--- config.mk ---
export PLATFORM = sky130hd
export DESIGN_NAME = vital_sign_anomaly_monitor
export DESIGN_NICKNAME = d
export VERILOG_FILES = /design/src/rtl/vsam_pkg.sv /design/src/rtl/vsam_cfg_regs.sv /design/src/rtl/vsam_point_check.sv /design/src/rtl/vsam_ecg_track.sv /design/src/rtl/vital_sign_anomaly_monitor.sv
export SDC_FILE = /design/constraint.sdc
export NUM_CORES = 1
export LEC_CHECK = 0
export ABC_AREA = 1
export ABC_CLOCK_PERIOD_IN_PS = 15150
export BUFFER_PORTS_ARGS = -buffer_cell sky130_fd_sc_hd__buf_2
export CAP_MARGIN = 20
export CORE_MARGIN = 3
export CORE_UTILIZATION = 60
export CTS_CLUSTER_SIZE = 28
export DETAILED_ROUTE_END_ITERATION = 8
export GPL_TIMING_DRIVEN = 0
export HOLD_SLACK_MARGIN = 0.06
export PLACE_DENSITY = 0.77
export REMOVE_ABC_BUFFERS = 1
export SYNTH_ARGS = -nofsm -noshare
export SYNTH_HDL_FRONTEND = slang
export SYNTH_SLANG_ARGS = --single-unit
--- constraint.sdc ---
create_clock -name i_clk -period 15.15 [get_ports i_clk]
set_input_delay 0.7575 -clock i_clk [delete_from_list [all_inputs] [get_ports i_clk]]
set_output_delay 0.7575 -clock i_clk [all_outputs]
set_load 0.03 [all_outputs]
--- src/rtl/vsam_pkg.sv ---
// Shared types, constants and helper functions for the vital sign anomaly monitor.
`timescale 1ns / 1ps

package vsam_pkg;

    localparam int VALUE_W    = 32;
    localparam int LIM_W      = 32;
    localparam int CFG_DATA_W = 2 * LIM_W;
    localparam int CFG_IDX_W  = 3;
    localparam int RULE_W     = 4;

    // compare width covering both a reading and a limit
    localparam int CMP_W = (VALUE_W > LIM_W) ? VALUE_W : LIM_W;
    // |min| + |max| needs one bit over a reading
    localparam int SUM_W = (VALUE_W + 1 > LIM_W) ? VALUE_W + 1 : LIM_W;

    localparam logic [CFG_IDX_W-1:0] REG_TEMP_LIMITS = 3'd0;
    localparam logic [CFG_IDX_W-1:0] REG_SPO2_LIMITS = 3'd1;
    localparam logic [CFG_IDX_W-1:0] REG_SYS_LIMITS  = 3'd2;
    localparam logic [CFG_IDX_W-1:0] REG_DIA_LIMITS  = 3'd3;
    localparam logic [CFG_IDX_W-1:0] REG_ECG_AMP     = 3'd4;
    localparam logic [CFG_IDX_W-1:0] REG_RULES       = 3'd5;

    localparam int RULE_TEMP = 0;
    localparam int RULE_SPO2 = 1;
    localparam int RULE_SYS  = 2;
    localparam int RULE_DIA  = 3;

    typedef enum logic [1:0] {
        KIND_TEMP = 2'd0,
        KIND_SPO2 = 2'd1,
        KIND_BP   = 2'd2,
        KIND_ECG  = 2'd3
    } t_kind;

    typedef struct packed {
        t_kind                     kind;
        logic signed [VALUE_W-1:0] value_primary;
        logic signed [VALUE_W-1:0] value_secondary;
        logic                      set_end;
    } t_in_beat;

    typedef struct packed {
        logic                      point_anomaly;
        logic                      ecg_seen;
        logic                      ecg_amplitude_anomaly;
        logic signed [VALUE_W-1:0] ecg_min;
        logic signed [VALUE_W-1:0] ecg_max;
    } t_out_beat;

    typedef struct packed {
        logic [CFG_DATA_W-1:0] temp_limits;
        logic [CFG_DATA_W-1:0] spo2_limits;
        logic [CFG_DATA_W-1:0] systolic_limits;
        logic [CFG_DATA_W-1:0] diastolic_limits;
        logic [LIM_W-1:0]      ecg_amplitude_limit;
        logic [RULE_W-1:0]     rules_present;
    } t_cfg;

    // low limit in the lower half, high limit in the upper half; bounds inclusive
    function automatic logic in_limits(input logic signed [VALUE_W-1:0] v,
                                       input logic [CFG_DATA_W-1:0] lim);
        logic signed [CMP_W-1:0] ve;
        logic signed [CMP_W-1:0] lo;
        logic signed [CMP_W-1:0] hi;
        ve = CMP_W'(v);
        lo = CMP_W'(signed'(lim[LIM_W-1:0]));
        hi = CMP_W'(signed'(lim[CFG_DATA_W-1:LIM_W]));
        return (ve >= lo) && (ve <= hi);
    endfunction

    function automatic logic [VALUE_W-1:0] magnitude(input logic signed [VALUE_W-1:0] v);
        logic [VALUE_W-1:0] u;
        u = v;
        return u[VALUE_W-1] ? (~u + VALUE_W'(1)) : u;
    endfunction

endpackage

--- src/rtl/vsam_cfg_regs.sv ---
// Configuration register file: limits, amplitude bound and rule presence bits.
`timescale 1ns / 1ps

module vsam_cfg_regs (
    input  logic                            i_clk,
    input  logic                            i_rst_n,
    input  logic                            i_cfg_we,
    input  logic [vsam_pkg::CFG_IDX_W-1:0]  i_cfg_index,
    input  logic [vsam_pkg::CFG_DATA_W-1:0] i_cfg_data,
    output vsam_pkg::t_cfg                  o_cfg
);
    import vsam_pkg::*;

    t_cfg r_cfg;
    t_cfg n_cfg;

    always_comb begin
        n_cfg = r_cfg;
        if (i_cfg_we) begin
            unique case (i_cfg_index)
                REG_TEMP_LIMITS: n_cfg.temp_limits      = i_cfg_data;
                REG_SPO2_LIMITS: n_cfg.spo2_limits      = i_cfg_data;
                REG_SYS_LIMITS:  n_cfg.systolic_limits  = i_cfg_data;
                REG_DIA_LIMITS:  n_cfg.diastolic_limits = i_cfg_data;
                REG_ECG_AMP:     n_cfg.ecg_amplitude_limit = i_cfg_data[LIM_W-1:0];
                REG_RULES:       n_cfg.rules_present    = i_cfg_data[RULE_W-1:0];
                default:         n_cfg = r_cfg;
            endcase
        end
    end

    always_ff @(posedge i_clk) begin
        if (!i_rst_n) begin
            r_cfg <= '0;
        end else begin
            r_cfg <= n_cfg;
        end
    end

    assign o_cfg = r_cfg;

endmodule

--- src/rtl/vsam_point_check.sv ---
// Point anomaly check of one reading against the limits of its sensor kind.
`timescale 1ns / 1ps

module vsam_point_check (
    input  vsam_pkg::t_in_beat i_beat,
    input  vsam_pkg::t_cfg     i_cfg,
    output logic               o_point
);
    import vsam_pkg::*;

    logic sys_ok;
    logic dia_ok;

    // a missing pressure rule fails the reading
    assign sys_ok = i_cfg.rules_present[RULE_SYS]
                    && in_limits(i_beat.value_primary, i_cfg.systolic_limits);
    assign dia_ok = i_cfg.rules_present[RULE_DIA]
                    && in_limits(i_beat.value_secondary, i_cfg.diastolic_limits);

    always_comb begin
        unique case (i_beat.kind)
            KIND_TEMP: o_point = i_cfg.rules_present[RULE_TEMP]
                                 && !in_limits(i_beat.value_primary, i_cfg.temp_limits);
            KIND_SPO2: o_point = i_cfg.rules_present[RULE_SPO2]
                                 && !in_limits(i_beat.value_primary, i_cfg.spo2_limits);
            KIND_BP:   o_point = !(sys_ok && dia_ok);
            KIND_ECG:  o_point = 1'b0;
            default:   o_point = 1'b0;
        endcase
    end

endmodule

--- src/rtl/vsam_ecg_track.sv ---
// Running ECG min/max over one patient set and the amplitude check at set end.
`timescale 1ns / 1ps

module vsam_ecg_track (
    input  logic                             i_clk,
    input  logic                             i_rst_n,
    input  logic                             i_step,
    input  vsam_pkg::t_in_beat               i_beat,
    input  logic [vsam_pkg::LIM_W-1:0]       i_amp_limit,
    output logic                             o_seen,
    output logic                             o_amp_anomaly,
    output logic signed [vsam_pkg::VALUE_W-1:0] o_min,
    output logic signed [vsam_pkg::VALUE_W-1:0] o_max
);
    import vsam_pkg::*;

    logic                      r_any;
    logic signed [VALUE_W-1:0] r_lo;
    logic signed [VALUE_W-1:0] r_hi;
    logic                      n_any;
    logic signed [VALUE_W-1:0] n_lo;
    logic signed [VALUE_W-1:0] n_hi;
    logic [SUM_W-1:0]          amp_sum;

    // tracking state after this beat; state stays zero while no ECG was seen
    always_comb begin
        n_any = r_any;
        n_lo  = r_lo;
        n_hi  = r_hi;
        if (i_beat.kind == KIND_ECG) begin
            n_any = 1'b1;
            if (!r_any || (i_beat.value_primary < r_lo)) begin
                n_lo = i_beat.value_primary;
            end
            if (!r_any || (i_beat.value_primary > r_hi)) begin
                n_hi = i_beat.value_primary;
            end
        end
    end

    assign amp_sum = SUM_W'(magnitude(n_lo)) + SUM_W'(magnitude(n_hi));

    assign o_seen        = n_any;
    assign o_amp_anomaly = i_beat.set_end && n_any && (amp_sum > SUM_W'(i_amp_limit));
    assign o_min         = n_lo;
    assign o_max         = n_hi;

    always_ff @(posedge i_clk) begin
        if (!i_rst_n) begin
            r_any <= 1'b0;
            r_lo  <= '0;
            r_hi  <= '0;
        end else if (i_step) begin
            if (i_beat.set_end) begin
                r_any <= 1'b0;
                r_lo  <= '0;
                r_hi  <= '0;
            end else begin
                r_any <= n_any;
                r_lo  <= n_lo;
                r_hi  <= n_hi;
            end
        end
    end

endmodule

--- src/rtl/vital_sign_anomaly_monitor.sv ---
// Top level of the vital sign anomaly monitor: input register, checks, result register.
`timescale 1ns / 1ps

// Each reading beat gives exactly one result beat. A beat is registered on
// input, checked combinationally (limit compares, ECG min/max update and the
// |min| + |max| amplitude compare) and written to the result register, so the
// block takes one beat per cycle while the result register is not held. A result
// is presented once its beat has passed the input register and then the result
// register. Both sides stall independently: with a result held, one more beat
// can still be taken into the input register. The ECG tracking state updates as
// a beat moves into the result register, which is what lets consecutive ECG
// beats follow each other without gaps. Configuration writes take effect on the
// next cycle and are meant for when the block is idle.
module vital_sign_anomaly_monitor (
    input  logic                            i_clk,
    input  logic                            i_rst_n,
    input  logic                            i_in_valid,
    output logic                            o_in_ready,
    input  vsam_pkg::t_in_beat              i_in_beat,
    output logic                            o_out_valid,
    input  logic                            i_out_ready,
    output vsam_pkg::t_out_beat             o_out_beat,
    input  logic                            i_cfg_we,
    input  logic [vsam_pkg::CFG_IDX_W-1:0]  i_cfg_index,
    input  logic [vsam_pkg::CFG_DATA_W-1:0] i_cfg_data
);
    import vsam_pkg::*;

    t_cfg      cfg;
    logic      r_in_valid;
    t_in_beat  r_in;
    logic      r_out_valid;
    t_out_beat r_out;
    t_out_beat n_out;
    logic      advance;
    logic      step;

    vsam_cfg_regs u_cfg_regs (
        .i_clk      (i_clk),
        .i_rst_n    (i_rst_n),
        .i_cfg_we   (i_cfg_we),
        .i_cfg_index(i_cfg_index),
        .i_cfg_data (i_cfg_data),
        .o_cfg      (cfg)
    );

    // result register free or being emptied this cycle
    assign advance    = !r_out_valid || i_out_ready;
    assign step       = r_in_valid && advance;
    assign o_in_ready = !r_in_valid || advance;

    vsam_point_check u_point_check (
        .i_beat (r_in),
        .i_cfg  (cfg),
        .o_point(n_out.point_anomaly)
    );

    vsam_ecg_track u_ecg_track (
        .i_clk        (i_clk),
        .i_rst_n      (i_rst_n),
        .i_step       (step),
        .i_beat       (r_in),
        .i_amp_limit  (cfg.ecg_amplitude_limit),
        .o_seen       (n_out.ecg_seen),
        .o_amp_anomaly(n_out.ecg_amplitude_anomaly),
        .o_min        (n_out.ecg_min),
        .o_max        (n_out.ecg_max)
    );

    always_ff @(posedge i_clk) begin
        if (!i_rst_n) begin
            r_in_valid  <= 1'b0;
            r_out_valid <= 1'b0;
        end else begin
            if (o_in_ready) begin
                r_in_valid <= i_in_valid;
            end
            if (advance) begin
                r_out_valid <= r_in_valid;
            end
        end
    end

    always_ff @(posedge i_clk) begin
        if (o_in_ready && i_in_valid) begin
            r_in <= i_in_beat;
        end
        if (step) begin
            r_out <= n_out;
        end
    end

    assign o_out_valid = r_out_valid;
    assign o_out_beat  = r_out;

endmodule

==> results by stage <==
Status:
- The flow ran to the end, and the final reports show no timing, DRC or antenna violations.

Clocking:
- The CTS tree is yes.
- The number of sinks driven by the clock tree is between 400 and 500.
- The clock latency on the worst-skew pair is between 0.6 and 0.7 ns.
- The clock passes through at most 3 buffers.
- The clock-pin slew reported for the worst setup and hold paths after clock tree synthesis is 0.06 ns.
- Buffers added to address setup during post-CTS repair amount to 0.
- Buffers inserted to repair hold after CTS numbered 0.
- The H-tree was split into 2 levels.
- The post-cts sizing count is 0.
- The number of clock buffers added by TritonCTS is between 50 and 60.
- The cell sitting at the root of the clock tree is a clkbuf_16.

Yosys:
- nand2_1 is the most common cell in the netlist.
- The post-synthesis adder-cell area fraction is 0.162.
- By area, the combinational part of the netlist is dominated by compound AO/OA/AOI/OAI gates.
- The proportion of register bits with asynchronous set or reset after synthesis is 0.
- The count of flip-flops with a built-in enable after synthesis is 134.
- For this run, the register share of the synthesized area comes to 0.376.
- The number of flip-flops and latches in the synthesized netlist is approximately 490.
- In the synthesized netlist the dominant register cell turns out to be dfxtp_1.
- The mux cell area share after synthesis is 0.
- Of the post-synthesis cell area, the dominant cell type holds 0.241.
- The post-synth design cell area is 0.0298 mm^2.
- After technology mapping, the gate count stands at just under 4000.
- By count the netlist is led by 691 x nand2_1, 555 x inv_1, 547 x a21oi_1.
- Of the total synthesized cell area, the portion taken by AND, OR, NAND and NOR gates is 0.167.
- After synthesis, the cell types taking the most area are dfxtp_1 24%, ha_1 16%, edfxtp_1 14%, a21oi_1 9.2%, nand2_1 8.7%.
- Of the total synthesized cell area, the portion taken by XOR and XNOR cells is 0.0209.
- Synthesis instantiated 56 different standard cells from the library.
- The leading area contributor after synthesis is dfxtp_1.
- Yosys printed 0 warnings.
- The area fraction in compound gates after synthesis is 0.180.
- The mean instance size in the synthesized netlist is about 7.7 um^2.

Power and ir drop:
- The maximum ir drop on the vdd rail is slightly below 0.09 mV.
- The static leakage power is around 14 nW.
- For this design the ratio of total power to cell area is roughly 110 mW/mm^2.
- Summing internal, switching and leakage power gives between 3 and 4 mW.

Setup path:
- The endpoint identified for the worst register-to-register timing path is o_out_beat[64]$_DFFE_PP_.
- The worst setup path is of the reg2reg kind.
- Data arrives at the worst endpoint at between 9 and 10 ns.
- The number of cells traversed by the worst register-to-register path is just over 40.
- The critical path required time is 15.55 ns.
- The cell that appears most often on the critical path is nand2_1.
- The setup slack of the most critical reg-to-reg path is between 6 and 7 ns.
- In this run the worst path has a maximum fanout of 60.
- The startpoint of the lowest-slack register-to-register path is r_in[52]$_DFFE_PP_.
- The delay contributed by the slowest stage of the critical path is ~0.94 ns.
- The worst path buffer plus inverter count is 3.
- STA classifies the critical path endpoint as a register.
- The cell type group with the largest total delay on the critical path is simple AND/OR/NAND/NOR gates.
- The launching element of the worst setup path is r_in[52]$_DFFE_PP_.
- The category of the worst setup path launch point is a register.
- The critical-path cell with the highest stage delay is nand2_4.

Place:
- The count of buffers added on input and output ports is a little over 200.
- After legalization and detailed placement, the total HPWL measured a little under 60000 um.
- At the end of routability-driven placement, the weighted congestion stood at approximately 0.95.

Finish:
- The register cell area after layout is 0.0112 mm^2.
- The final net count is about 4500.
- In the final layout, the share of cells above drive strength 1 is 0.0967.
- The area growth from synthesis to final layout is 11.1%.
- The total of fill cells in the finished design is roughly 4200.
- The multi-input combinational cells in the finished layout cover a total of 0.0158 mm^2.

STA:
- The count of pins over their slew limit is 0.
- Setup repair after global routing left no endpoint under its margin.
- Setup violations remaining at the end of the flow were counted as 0.
- The worst relative slew slack is 0.345.
- The worst-case hold slack is approximately 0.31 ns.
- The worst clock skew on the final layout is 0.0271 ns.
- The time the final worst path needs with I/O delays and setup is a little over 9 ns.
- The final-layout setup total negative slack is 0 ns.
- Static timing analysis puts the maximum clock frequency at 109 MHz.
- The share of the clock period used by the worst path after layout is 0.603.
- The pin slew with the least headroom to its limit is about 0.98 ns.
- The hold violation total from the final report was 0.

Floorplanning:
- The floorplan step defined a die boundary enclosing ~0.052 mm^2.
- The die is ~230 um wide.
- The die is approximately 230 um tall.
- The initial standard-cell utilization of the core is 0.608.
- The floorplan row count is 81.
- In this run the count of I/O pins placed on the die edge is 208.
- In this run the standard cell core region covers between 0.04 and 0.05 mm^2.

Global route:
- The number of antenna violations at the first check in global routing is 3.
- The first global-routing pass estimated roughly 130000 um of wire.
- The global-route total usage across every layer is 0.305.
- The total congestion overflow is 0.
- The largest net degree at the start of global routing is a little over 200.
- The number of global-route vias before repair was between 20000 and 25000.

Routing:
- The via-per-instance ratio is around 5.6.
- After detailed routing, the number of remaining DRC violations is 0.
- For this block, the initial DRC count from the detailed router was a little over 2000.
- The detailed-routing iteration count for the pre-antenna-repair pass is 5.
- The wire length reported by the detailed router is 81800 um.
- The wire length per cell is between 15 and 20 um.
- Detailed routing inserted a total of ~26000 vias.
- The count of antenna-violating nets left after detailed routing is 0.

Hold path:
- The hold path depth is 1.
- The critical hold path startpoint is i_in_beat[6].
- The endpoint with the worst hold slack is r_in[6]$_DFFE_PP_.
- The path class of the tightest hold or removal check is in2reg.

Flow run:
- The number of violations of the max-capacitance limit is 0.
==> how the worst max path moves through the flow <==
stage | depth (start not counted) | end | slack, ns
after floorplan | 43 | o_out_beat[64]$_DFFE_PP_ | 8.39
after global placement | 41 | o_out_beat[64]$_DFFE_PP_ | 6.32
after detailed placement | 41 | o_out_beat[64]$_DFFE_PP_ | 6.20
after CTS | 41 | o_out_beat[64]$_DFFE_PP_ | 6.14
after global routing | 39 | o_out_beat[64]$_DFFE_PP_ | 5.30
final | 41 | o_out_beat[64]$_DFFE_PP_ | 6.02
==> through the flow <==
step,area (um^2),util,cells,worst slack (ns)
floorplan,29200,-,3710,8.39
global placement,31000,0.633,4581,6.32
detailed placement,31300,0.638,4590,6.20
CTS,33100,0.675,4685,6.14
global route,33100,0.675,4687,5.30
finish,33100,0.675,4687,6.02
==> where the power goes <==
group | switching, mW | total, mW | internal (mW)
combinational | 0.456 | 0.714 | 0.258
sequential | 0.0421 | 1.45 | 1.41
clock | 0.551 | 1.36 | 0.810
==> cells by family after synthesis <==
family | Yosys count
buffers and inverters | 715
adder cells (fa/ha/maj) | 386
flip-flops | 493
XOR/XNOR | 71
AO/OA/AOI/OAI | 1025
AND/OR/NAND/NOR | 1163
==> flip-flops by register name (all words and copies together) (netlist names) <==
name and count:
u_ecg_track.r_hi 32, u_ecg_track.r_any 1, r_in 67, r_in_valid 1, o_out_beat 67, u_ecg_track.r_lo 32, o_out_valid 1, u_cfg_regs.o_cfg 292
==> layout by cell type, fill, tap and decap left out, types with 5 or more instances in the layout <==
master / instances
o21bai_1: 6
nand3_2: 5
clkinv_2: 10
o21ai_0: 370
nand2_1: 690
o21a_1: 7
nand4_1: 43
xnor2_1: 17
nand3b_1: 9
nor2_1: 186
nor2_4: 6
bufinv_16: 8
dfxtp_1: 359
clkbuf_1: 8
clkbuf_16: 55
nor4_1: 10
edfxtp_1: 134
ha_1: 385
o211ai_1: 9
clkinv_1: 9
nor2_2: 18
a211oi_1: 12
a21oi_1: 547
a31oi_1: 12
o21ai_2: 12
nand2_2: 22
buf_12: 5
inv_2: 14
o21ai_1: 24
nand3_1: 138
buf_2: 207
nor3_1: 24
inv_1: 551
xor2_1: 54
==> area by class of cell <==
class | instances | area share
Antenna cell | 1 | 0.0000756
Clock buffer | 65 | 0.0433
Tap cell | 664 | 0.0251
Inverter | 572 | 0.0654
Multi-Input combinational cell | 2645 | 0.478
Sequential cell | 493 | 0.339
Clock inverter | 30 | 0.0118
Timing Repair Buffer | 217 | 0.0381
==> layer usage <==
layer | wire length (um) | up-vias | track usage
li1 | - | 13100 | -
met1 | 35400 | 12000 | 0.405
met2 | 37700 | 874 | 0.503
met4 | 3030 | 4 | 0.119
met5 | 23 | - | 0
met3 | 5650 | 177 | 0.0439
Power figures use the tool's default switching activity.
